`src/rtl/core/tile_index_from_position_defines.svh`:
```
// Assertion macro shared by the tile picker RTL.
// Expects clk and rst_n in the scope of each use.
`ifndef TILE_INDEX_FROM_POSITION_DEFINES_SVH
`define TILE_INDEX_FROM_POSITION_DEFINES_SVH

// Clocked assertion, off while reset is asserted.
`define TIFP_ASSERT(lbl, prop, msg) \
  lbl: assert property (@(posedge clk) disable iff (!rst_n) (prop)) else $error(msg);

`endif

```
`src/rtl/core/tifp_pkg.sv`:
```
// Shared types, constants and the divider step for the tile picker.
// No dependencies.
package tifp_pkg;

  localparam int unsigned MAX_COLS_DEF = 256;
  localparam int unsigned MAX_ROWS_DEF = 256;
  localparam int unsigned DIV_BITS     = 16;
  localparam int unsigned DIV_STEP     = 4;
  localparam int unsigned DIV_STAGES   = DIV_BITS / DIV_STEP;

  localparam logic [2:0] CFG_MODE   = 3'd0;
  localparam logic [2:0] CFG_COLS   = 3'd1;
  localparam logic [2:0] CFG_ROWS   = 3'd2;
  localparam logic [2:0] CFG_TW     = 3'd3;
  localparam logic [2:0] CFG_TH     = 3'd4;
  localparam logic [2:0] CFG_ORG_X  = 3'd5;
  localparam logic [2:0] CFG_ORG_Y  = 3'd6;

  localparam logic [1:0] MODE_NONE = 2'd0;
  localparam logic [1:0] MODE_RECT = 2'd1;
  localparam logic [1:0] MODE_ISO  = 2'd2;

  typedef struct packed {
    logic [1:0]  mode;
    logic [8:0]  cols;
    logic [8:0]  rows;
    logic [11:0] tile_width;
    logic [11:0] tile_height;
  } cfg_t;

  // one dimension of the restoring divider
  typedef struct packed {
    logic [15:0] n;     // dividend bits still to shift in
    logic [15:0] q;     // quotient so far
    logic [11:0] r;     // partial remainder
    logic [7:0]  frac;  // fraction bits of the offset
  } div_t;

  typedef struct packed {
    logic miss;
    div_t x;
    div_t y;
  } div_item_t;

  typedef struct packed {
    logic        miss;
    logic        lower;
    logic        upper;
    logic [15:0] ccol;
    logic [15:0] crow;
    logic [11:0] rxi;
    logic [39:0] ryw;
    logic [39:0] rxh;
    logic [39:0] hw;
  } mul_t;

  typedef struct packed {
    logic        miss;
    logic [17:0] row;
    logic [15:0] col;
  } res_t;

  typedef struct packed {
    logic [7:0]  row;
    logic [7:0]  column;
    logic [15:0] tile_index;
    logic        hit;
  } out_t;

  function automatic div_t div_step(div_t d, logic [11:0] dv);
    logic [12:0] t;
    div_t o;
    o = d;
    t = {d.r, d.n[15]};
    o.n = {d.n[14:0], 1'b0};
    if (t >= {1'b0, dv}) begin
      o.r = 12'(t - {1'b0, dv});
      o.q = {d.q[14:0], 1'b1};
    end else begin
      o.r = t[11:0];
      o.q = {d.q[14:0], 1'b0};
    end
    return o;
  endfunction

endpackage

```
`src/rtl/core/tifp_div_stage.sv`:
```
// One pipeline stage of the two restoring dividers (x by width, y by height).
// Depends on tifp_pkg.
module tifp_div_stage #(
  parameter int unsigned BITS = tifp_pkg::DIV_STEP
) (
  input  logic                clk,
  input  logic                rst_n,
  input  tifp_pkg::cfg_t      cfg,
  input  logic                in_valid,
  output logic                in_ready,
  input  tifp_pkg::div_item_t in_item,
  output logic                out_valid,
  input  logic                out_ready,
  output tifp_pkg::div_item_t out_item
);

  logic                v_r;
  tifp_pkg::div_item_t item_r;
  tifp_pkg::div_item_t item_nxt;

  always_comb begin
    item_nxt = in_item;
    for (int i = 0; i < BITS; i++) begin
      item_nxt.x = tifp_pkg::div_step(item_nxt.x, cfg.tile_width);
      item_nxt.y = tifp_pkg::div_step(item_nxt.y, cfg.tile_height);
    end
  end

  assign in_ready  = !v_r || out_ready;
  assign out_valid = v_r;
  assign out_item  = item_r;

  always_ff @(posedge clk) begin
    if (!rst_n) begin
      v_r <= 1'b0;
    end else if (in_ready) begin
      v_r <= in_valid;
    end
  end

  always_ff @(posedge clk) begin
    if (in_ready && in_valid) begin
      item_r <= item_nxt;
    end
  end

endmodule

```
`src/rtl/core/tifp_iso.sv`:
```
// Remainder products, then diamond-edge compares and row/column pick.
// Depends on tifp_pkg and the assertion macro header.
`include "tile_index_from_position_defines.svh"
module tifp_iso (
  input  logic                clk,
  input  logic                rst_n,
  input  tifp_pkg::cfg_t      cfg,
  input  logic                in_valid,
  output logic                in_ready,
  input  tifp_pkg::div_item_t in_item,
  output logic                out_valid,
  input  logic                out_ready,
  output tifp_pkg::res_t      out_res
);

  logic           v1_r, v2_r, rdy1;
  tifp_pkg::mul_t m_r, m_nxt;
  tifp_pkg::res_t res_r, res_nxt;

  // stage 1: products of remainders and cell size
  always_comb begin
    logic [19:0] rx, ry, h;
    logic [31:0] pyw, pxh;
    logic [23:0] phw;
    rx  = {in_item.x.r, in_item.x.frac};
    ry  = {in_item.y.r, in_item.y.frac};
    h   = {cfg.tile_height, 8'd0};
    pyw = ry * cfg.tile_width;
    pxh = rx * cfg.tile_height;
    phw = cfg.tile_height * cfg.tile_width;
    m_nxt.miss  = in_item.miss;
    m_nxt.lower = {ry, 1'b0} < {1'b0, h};
    m_nxt.upper = {ry, 1'b0} > {1'b0, h};
    m_nxt.ccol  = in_item.x.q;
    m_nxt.crow  = in_item.y.q;
    m_nxt.rxi   = in_item.x.r;
    m_nxt.ryw   = {pyw, 8'd0};
    m_nxt.rxh   = {pxh, 8'd0};
    m_nxt.hw    = {phw, 16'd0};
  end

  // stage 2: edge tests, row and column
  always_comb begin
    logic [42:0] a, b, hw, hw3;
    logic [17:0] crow2;
    logic [10:0] half;
    logic        miss, cnz, cin;
    logic [17:0] row;
    miss  = m_r.miss;
    a     = {2'b0, m_r.ryw, 1'b0};
    b     = {2'b0, m_r.rxh, 1'b0};
    hw    = {3'b0, m_r.hw};
    hw3   = hw + {hw[41:0], 1'b0};
    crow2 = {1'b0, m_r.crow, 1'b0};
    half  = cfg.tile_width[11:1];
    cnz   = m_r.ccol != 16'd0;
    cin   = m_r.ccol < {7'd0, cfg.cols};
    row   = crow2;
    res_nxt.col = m_r.ccol;
    if (cfg.mode == tifp_pkg::MODE_RECT) begin
      row = {2'b0, m_r.crow};
    end else begin
      if (m_r.lower) begin
        if (a + b < hw) begin
          if (m_r.crow == 16'd0 || !cnz) miss = 1'b1;
          row = crow2 - 18'd1;
        end else if (a + hw < b) begin
          if (m_r.crow == 16'd0 || !cin) miss = 1'b1;
          row = crow2 - 18'd1;
        end
      end else if (m_r.upper) begin
        if (a > b + hw) begin
          if (!cnz) miss = 1'b1;
          row = crow2 + 18'd1;
        end else if (a + b > hw3) begin
          if (!cin) miss = 1'b1;
          row = crow2 + 18'd1;
        end
      end
      // odd rows sit half a tile to the right
      if (row[0] && m_r.rxi < {1'b0, half}) begin
        if (!cnz) miss = 1'b1;
        res_nxt.col = m_r.ccol - 16'd1;
      end
    end
    res_nxt.miss = miss;
    res_nxt.row  = row;
  end

  assign rdy1      = !v2_r || out_ready;
  assign in_ready  = !v1_r || rdy1;
  assign out_valid = v2_r;
  assign out_res   = res_r;

  always_ff @(posedge clk) begin
    if (!rst_n) begin
      v1_r <= 1'b0;
      v2_r <= 1'b0;
    end else begin
      if (in_ready) v1_r <= in_valid;
      if (rdy1) v2_r <= v1_r;
    end
  end

  always_ff @(posedge clk) begin
    if (in_ready && in_valid) m_r <= m_nxt;
    if (rdy1 && v1_r) res_r <= res_nxt;
  end

  `TIFP_ASSERT(a_stall_backs_up, (v1_r && v2_r && !out_ready) |-> !in_ready, "iso stall lost")

endmodule

```
`src/rtl/core/tifp_out.sv`:
```
// Bounds check, flat index and the output register.
// Depends on tifp_pkg and the assertion macro header.
`include "tile_index_from_position_defines.svh"
module tifp_out (
  input  logic           clk,
  input  logic           rst_n,
  input  tifp_pkg::cfg_t cfg,
  input  logic           in_valid,
  output logic           in_ready,
  input  tifp_pkg::res_t in_res,
  output logic           out_valid,
  input  logic           out_ready,
  output tifp_pkg::out_t out_data
);

  logic           v_r;
  tifp_pkg::out_t o_r, o_nxt;

  always_comb begin
    logic [24:0] prod;
    logic        hit;
    prod = in_res.row[15:0] * cfg.cols;
    hit  = !in_res.miss && (in_res.col < {7'd0, cfg.cols}) &&
           (in_res.row < {9'd0, cfg.rows});
    o_nxt.hit        = hit;
    o_nxt.tile_index = hit ? 16'(prod[15:0] + in_res.col) : 16'd0;
    o_nxt.column     = hit ? in_res.col[7:0] : 8'd0;
    o_nxt.row        = hit ? in_res.row[7:0] : 8'd0;
  end

  assign in_ready  = !v_r || out_ready;
  assign out_valid = v_r;
  assign out_data  = o_r;

  always_ff @(posedge clk) begin
    if (!rst_n) begin
      v_r <= 1'b0;
    end else if (in_ready) begin
      v_r <= in_valid;
    end
  end

  always_ff @(posedge clk) begin
    if (in_ready && in_valid) o_r <= o_nxt;
  end

  `TIFP_ASSERT(a_miss_zero, (v_r && !o_r.hit) |-> (o_r.tile_index == 16'd0 && o_r.column == 8'd0 && o_r.row == 8'd0), "miss with nonzero fields")

endmodule

```
`src/rtl/core/tile_index_from_position.sv`:
```
// Tile picker: one transaction per cycle while the output is not stalled.
// Stages: offset, four radix-16 divider stages (4 quotient bits each), products, edge compare,
// index/bounds with output register. Throughput set by the fully pipelined divider.
// Each stage stalls only when full and blocked downstream, so bubbles collapse.
// Synchronous active-low reset clears valid bits and all config registers to zero.
`include "tile_index_from_position_defines.svh"
module tile_index_from_position #(
  parameter int unsigned MAX_COLS = tifp_pkg::MAX_COLS_DEF,
  parameter int unsigned MAX_ROWS = tifp_pkg::MAX_ROWS_DEF
) (
  input  logic        clk,
  input  logic        rst_n,
  // config write port
  input  logic        cfg_wr_en,
  input  logic [2:0]  cfg_index,
  input  logic [23:0] cfg_data,
  // query positions
  input  logic        in_tvalid,
  output logic        in_tready,
  input  logic [47:0] in_tdata,   // pos_x[23:0], pos_y[47:24]
  // results
  output logic        out_tvalid,
  input  logic        out_tready,
  output logic [39:0] out_tdata   // hit[0], tile_index[16:1], column[24:17], row[32:25]
);

  localparam int unsigned NS = tifp_pkg::DIV_STAGES;

  // config registers
  logic [1:0]  mode_r;
  logic [8:0]  cols_r, rows_r;
  logic [11:0] tw_r, th_r;
  logic [23:0] org_x_r, org_y_r;
  tifp_pkg::cfg_t cfg;

  always_ff @(posedge clk) begin
    if (!rst_n) begin
      mode_r  <= tifp_pkg::MODE_NONE;
      cols_r  <= '0;
      rows_r  <= '0;
      tw_r    <= '0;
      th_r    <= '0;
      org_x_r <= '0;
      org_y_r <= '0;
    end else if (cfg_wr_en) begin
      unique case (cfg_index)
        tifp_pkg::CFG_MODE:  mode_r  <= cfg_data[1:0];
        tifp_pkg::CFG_COLS:  cols_r  <= cfg_data[8:0];
        tifp_pkg::CFG_ROWS:  rows_r  <= cfg_data[8:0];
        tifp_pkg::CFG_TW:    tw_r    <= cfg_data[11:0];
        tifp_pkg::CFG_TH:    th_r    <= cfg_data[11:0];
        tifp_pkg::CFG_ORG_X: org_x_r <= cfg_data;
        tifp_pkg::CFG_ORG_Y: org_y_r <= cfg_data;
        default: ;
      endcase
    end
  end

  // map size clamped to the build limits
  always_comb begin
    cfg.mode        = mode_r;
    cfg.cols        = ({4'd0, cols_r} > 13'(MAX_COLS)) ? 9'(MAX_COLS) : cols_r;
    cfg.rows        = ({4'd0, rows_r} > 13'(MAX_ROWS)) ? 9'(MAX_ROWS) : rows_r;
    cfg.tile_width  = tw_r;
    cfg.tile_height = th_r;
  end

  // stage 0: offsets from origin and early miss
  logic                v0_r, rdy0;
  tifp_pkg::div_item_t item0_r, item0_nxt;

  always_comb begin
    logic [24:0] dx, dy;
    logic        bad;
    dx  = {in_tdata[23], in_tdata[23:0]} - {org_x_r[23], org_x_r};
    dy  = {in_tdata[47], in_tdata[47:24]} - {org_y_r[23], org_y_r};
    bad = !(cfg.mode == tifp_pkg::MODE_RECT || cfg.mode == tifp_pkg::MODE_ISO) ||
          cfg.cols == 9'd0 || cfg.rows == 9'd0 || tw_r == 12'd0 || th_r == 12'd0;
    item0_nxt.miss   = bad || dx[24] || dy[24];
    item0_nxt.x.n    = dx[23:8];
    item0_nxt.x.q    = '0;
    item0_nxt.x.r    = '0;
    item0_nxt.x.frac = dx[7:0];
    item0_nxt.y.n    = dy[23:8];
    item0_nxt.y.q    = '0;
    item0_nxt.y.r    = '0;
    item0_nxt.y.frac = dy[7:0];
  end

  logic                dv   [NS+1];
  logic                drdy [NS+1];
  tifp_pkg::div_item_t ditem[NS+1];

  assign in_tready = !v0_r || drdy[0];
  assign rdy0      = in_tready;
  assign dv[0]     = v0_r;
  assign ditem[0]  = item0_r;

  always_ff @(posedge clk) begin
    if (!rst_n) begin
      v0_r <= 1'b0;
    end else if (rdy0) begin
      v0_r <= in_tvalid;
    end
  end

  always_ff @(posedge clk) begin
    if (rdy0 && in_tvalid) item0_r <= item0_nxt;
  end

  // divider pipeline: column/row of the cell and remainders
  for (genvar s = 0; s < NS; s++) begin : g_div
    tifp_div_stage #(.BITS(tifp_pkg::DIV_STEP)) u_div (
      .clk      (clk),
      .rst_n    (rst_n),
      .cfg      (cfg),
      .in_valid (dv[s]),
      .in_ready (drdy[s]),
      .in_item  (ditem[s]),
      .out_valid(dv[s+1]),
      .out_ready(drdy[s+1]),
      .out_item (ditem[s+1])
    );
  end

  logic           iv, ordy;
  tifp_pkg::res_t ires;

  tifp_iso u_iso (
    .clk      (clk),
    .rst_n    (rst_n),
    .cfg      (cfg),
    .in_valid (dv[NS]),
    .in_ready (drdy[NS]),
    .in_item  (ditem[NS]),
    .out_valid(iv),
    .out_ready(ordy),
    .out_res  (ires)
  );

  tifp_pkg::out_t odata;

  tifp_out u_out (
    .clk      (clk),
    .rst_n    (rst_n),
    .cfg      (cfg),
    .in_valid (iv),
    .in_ready (ordy),
    .in_res   (ires),
    .out_valid(out_tvalid),
    .out_ready(out_tready),
    .out_data (odata)
  );

  assign out_tdata = {7'd0, odata};

  `TIFP_ASSERT(a_stall_from_out, !in_tready |-> out_tvalid, "input stalled with empty output")
  `TIFP_ASSERT(a_pad_zero, out_tvalid |-> out_tdata[39:33] == 7'd0, "tdata pad bits set")

endmodule
```
`config.mk`:
```
export PLATFORM = sky130hd
export DESIGN_NAME = tile_index_from_position
export DESIGN_NICKNAME = d
export VERILOG_FILES = /design/src/rtl/core/tifp_pkg.sv /design/src/rtl/core/tifp_div_stage.sv /design/src/rtl/core/tifp_iso.sv /design/src/rtl/core/tifp_out.sv /design/src/rtl/core/tile_index_from_position.sv
export VERILOG_INCLUDE_DIRS = /design/src /design/src/rtl/core
export SDC_FILE = /design/constraint.sdc
export NUM_CORES = 2
export LEC_CHECK = 0
export ABC_AREA = 1
export BUFFER_PORTS_ARGS = -buffer_cell sky130_fd_sc_hd__buf_2
export CELL_PAD_IN_SITES_DETAIL_PLACEMENT = 1
export CELL_PAD_IN_SITES_GLOBAL_PLACEMENT = 1
export CORE_MARGIN = 2
export CORE_UTILIZATION = 50
export CTS_CLUSTER_DIAMETER = 200
export CTS_CLUSTER_SIZE = 8
export DETAILED_ROUTE_END_ITERATION = 10
export PLACE_DENSITY = 0.93
export SLEW_MARGIN = 20
export SYNTH_ARGS = -nofsm -noshare
export SYNTH_HDL_FRONTEND = slang
export SYNTH_HIERARCHICAL = 1
export SYNTH_SLANG_ARGS = --single-unit
```
`constraint.sdc`:
```
create_clock -name clk -period 9.4 [get_ports clk]
set_clock_uncertainty 0.1 [all_clocks]
set_input_delay 1.88 -clock clk [delete_from_list [all_inputs] [get_ports clk]]
set_output_delay 1.88 -clock clk [all_outputs]
set_load 0.02 [all_outputs]
```
==> qor_table.md <==
| Item | Value |
|---|---|
| Quantity of I/O buffers inserted on ports | 114 |
| Tmin final | 8.92 ns |
| Endpoint of the lowest-slack register-to-register path | g_div[3].u_div/out_item[67] |
| Cell chosen for the clock root | sky130_fd_sc_hd__clkbuf_16 |
| Actual transition at the worst max-transition pin | 1.14 ns |
| Highest fanout seen on the critical path | 19 |
| Share of the clock period used by the worst path | 0.949 |
| Area of the die | 167000 um2 |
| Utilization after layout | 0.537 |
| Routed WL | 306000 um |
| Worst path arrival time | 9.27 ns |
| Maximum clock frequency | 112 MHz |
| Number of detailed-routing iterations run before antenna repair | 6 |
| Share of layout cells above drive strength 1 | 0.0600 |
| Detailed placement HPWL | 238000 um |
| Number of max-cap violations | 0 |
| Total via count after detailed routing | 77200 |
| Register-to-register path setup slack | 0.48 ns |
| Number of standard-cell rows in the floorplan | 148 |
| Area Overhead vs Synth | 6.88% |
| Number of top-level pins | 122 |
| Number of DRC markers in iteration 0 | 6052 |
| Filler cell count in the final layout | 20600 |
| Total clock buffers created by CTS | 90 |
| Gate count after technology mapping | 10800 |
| Number of endpoints with negative hold slack in the final report | 0 |
| Effective utilization at floorplan | 0.503 |
| Delay of the slowest critical-path stage | 0.50 ns |
| Detailed-route vias per instance | 5.87 |
| Endpoints failing setup | 0 |
| Crit path capture type | register |
| DRC violation count after routing | 0 |
| Relative slew slack | 0.243 |
| Netlist area before placement | 81800 um2 |
| Die width | 408 um |
| Yosys warns | 6 |
| Vias in the first global route | 84400 |
| Critical path's most frequent cell | sky130_fd_sc_hd__nand2_1 |
| Origin of the critical flop-to-flop path | tw_r[1] |
| Number of H-tree branching levels | 3 |
| Floorplan die height | 408 um |
| End of the critical path | g_div[3].u_div/out_item[67] |
| Status | completed |
| Core ar. | 163000 um2 |
| Final number of max-transition violations | 0 |
| Critical path startpoint | tw_r[1] |
| Footprint of the multi-input gates | 54200 um2 |
| Total GRT Usage | 0.359 |
| Clock tree from TritonCTS | done |
| Kind of start point of the critical path | register |
| Placer's final routability congestion estimate | 1.01 |
| Number of clock sinks seen by CTS | 644 |
| Insertion delay of the later-clocked pin in the worst-skew pair | 0.72 ns |
| Register area | 18400 um2 |
| Start-to-end type of the worst setup path | reg -> reg |
| Initial antenna violation count | 24 |
| GRT Residual Overflow | 0 |
| Global-route wire length before repair | 471000 um |
| Required time of the critical path | 9.75 ns |
| Number of cells on the worst reg-to-reg path | 42 |
| Mean area per synthesized cell | 7.55 um2 |
| Buffers from clock root to sink, at most | 3 |
| Total number of nets in the final design | 12500 |
| Setup TNS Final | 0 ns |
| Clock slew seen by the registers of the worst setup and hold paths | 0.06 ns |
| Remaining antenna violation count | 0 |
| Class of the most critical hold timing path | reg -> reg |
| Pin count of the biggest net entering global routing | 100 |
| Average routed wire per standard cell | 23.3 um |
| Crit path max-delay cell type | sky130_fd_sc_hd__dfxtp_4 |
[layout by cell type (no fill, tap or decap), types with 12 or more instances in the layout]
cell,instances
sky130_fd_sc_hd__o211ai_1,26
sky130_fd_sc_hd__a21oi_2,12
sky130_fd_sc_hd__nor2_4,23
sky130_fd_sc_hd__xnor2_1,169
sky130_fd_sc_hd__fa_1,576
sky130_fd_sc_hd__ha_1,922
sky130_fd_sc_hd__buf_4,64
sky130_fd_sc_hd__buf_2,114
sky130_fd_sc_hd__a31oi_1,39
sky130_fd_sc_hd__clkbuf_16,90
sky130_fd_sc_hd__dfxtp_2,22
sky130_fd_sc_hd__o21ai_2,19
sky130_fd_sc_hd__xor2_1,296
sky130_fd_sc_hd__inv_1,2155
sky130_fd_sc_hd__or2_2,42
sky130_fd_sc_hd__dfxtp_1,76
sky130_fd_sc_hd__clkbuf_1,63
sky130_fd_sc_hd__nand3_2,24
sky130_fd_sc_hd__a21o_1,40
sky130_fd_sc_hd__edfxtp_1,544
sky130_fd_sc_hd__a211oi_1,20
sky130_fd_sc_hd__nand4_1,121
sky130_fd_sc_hd__o21bai_1,36
sky130_fd_sc_hd__o2111ai_1,13
sky130_fd_sc_hd__o21ai_0,367
sky130_fd_sc_hd__nand2_2,71
sky130_fd_sc_hd__nand2_1,2847
sky130_fd_sc_hd__conb_1,59
sky130_fd_sc_hd__nand3_1,524
sky130_fd_sc_hd__a21boi_0,27
sky130_fd_sc_hd__nor2_1,514
sky130_fd_sc_hd__inv_2,42
sky130_fd_sc_hd__o21a_1,33
sky130_fd_sc_hd__nand2_4,13
sky130_fd_sc_hd__nor3_1,88
sky130_fd_sc_hd__nand3b_1,15
sky130_fd_sc_hd__nor4_1,24
sky130_fd_sc_hd__o21ai_1,51
sky130_fd_sc_hd__a21oi_1,603
sky130_fd_sc_hd__nor2_2,35
[critical path: cells and delay by family, from the launching register on]
family | cells | cell delay [ns]
AND/OR/NAND/NOR | 20 | 2.88
AO/OA/AOI/OAI | 12 | 2.46
adder cells (fa/ha/maj) | 4 | 1.45
buffers and inverters | 6 | 1.26
flip-flops | 1 | 0.50
[cell type report]
class / instances / area share
Timing Repair Buffer: 182 / 0.0128
Antenna cell: 7 / 0.000200
Multi-Input combinational cell: 7784 / 0.621
Sequential cell: 644 / 0.210
Clock inverter: 7 / 0.00165
Clock buffer: 153 / 0.0285
Inverter: 2203 / 0.0948
Tap cell: 2175 / 0.0311
[through the flow]
stage,area [um2],hold slack (ns),cells,worst slack [ns]
4_1_cts,87200,0.310,13100,0.151
3_3_place_gp,84600,0.301,13000,0.474
5_1_grt,87400,0.320,13100,-0.00309
3_5_place_dp,84600,0.305,13000,0.195
2_1_floorplan,82000,0.300,10900,1.95
6_report,87400,0.301,13200,0.479
[worst min-delay path by stage]
| stage | start | depth (start not counted) | endpoint | slack (ns) |
|---|---|---|---|---|
| floorplan | ditem[420] | 0 | g_div[0].u_div/out_item[0] | 0.30 |
| detailed placement | g_div[2].u_div/out_item[104] | 0 | g_div[3].u_div/out_item[104] | 0.31 |
| global placement | g_div[0].u_div/out_item[54] | 0 | g_div[1].u_div/out_item[54] | 0.30 |
| global route | g_div[2].u_div/out_item[83] | 0 | g_div[3].u_div/out_item[87] | 0.32 |
| CTS | g_div[3].u_div/out_item[83] | 0 | u_iso/m_r[159] | 0.31 |
| finish | g_div[2].u_div/out_item[52] | 0 | g_div[3].u_div/out_item[52] | 0.30 |
[routing by layer]
| layer | wire (um) | GRT usage |
|---|---|---|
| met5 | 188 | 0 |
| met1 | 116000 | 0.413 |
| met4 | 21700 | 0.228 |
| met3 | 23300 | 0.0686 |
| met2 | 145000 | 0.611 |
[what timing repair did]
item,CTS,global route
buffers inserted,0,3
resized for setup,0,24
endpoints found under the setup margin,0,77
hold endpoints to repair,0,0
hold buffers,0,0
[flip-flops by register name (all words and copies together) (netlist names)]
register               flops
th_r                      12
u_iso/v1_r                 1
ditem                     49
u_out/out_valid            1
v0_r                       1
u_iso/out_res             35
rows_r                     9
u_out/out_data            33
u_iso/out_valid            1
g_div.u_div/out_item     292
u_iso/m_r                135
cols_r                     9
mode_r                     2
org_x_r                   24
tw_r                      12
org_y_r                   24
g_div.u_div/out_valid      4
Power is left out: the tool's default activity adds up to more than one toggle a clock period on the data nets, which glitch-free logic cannot reach.
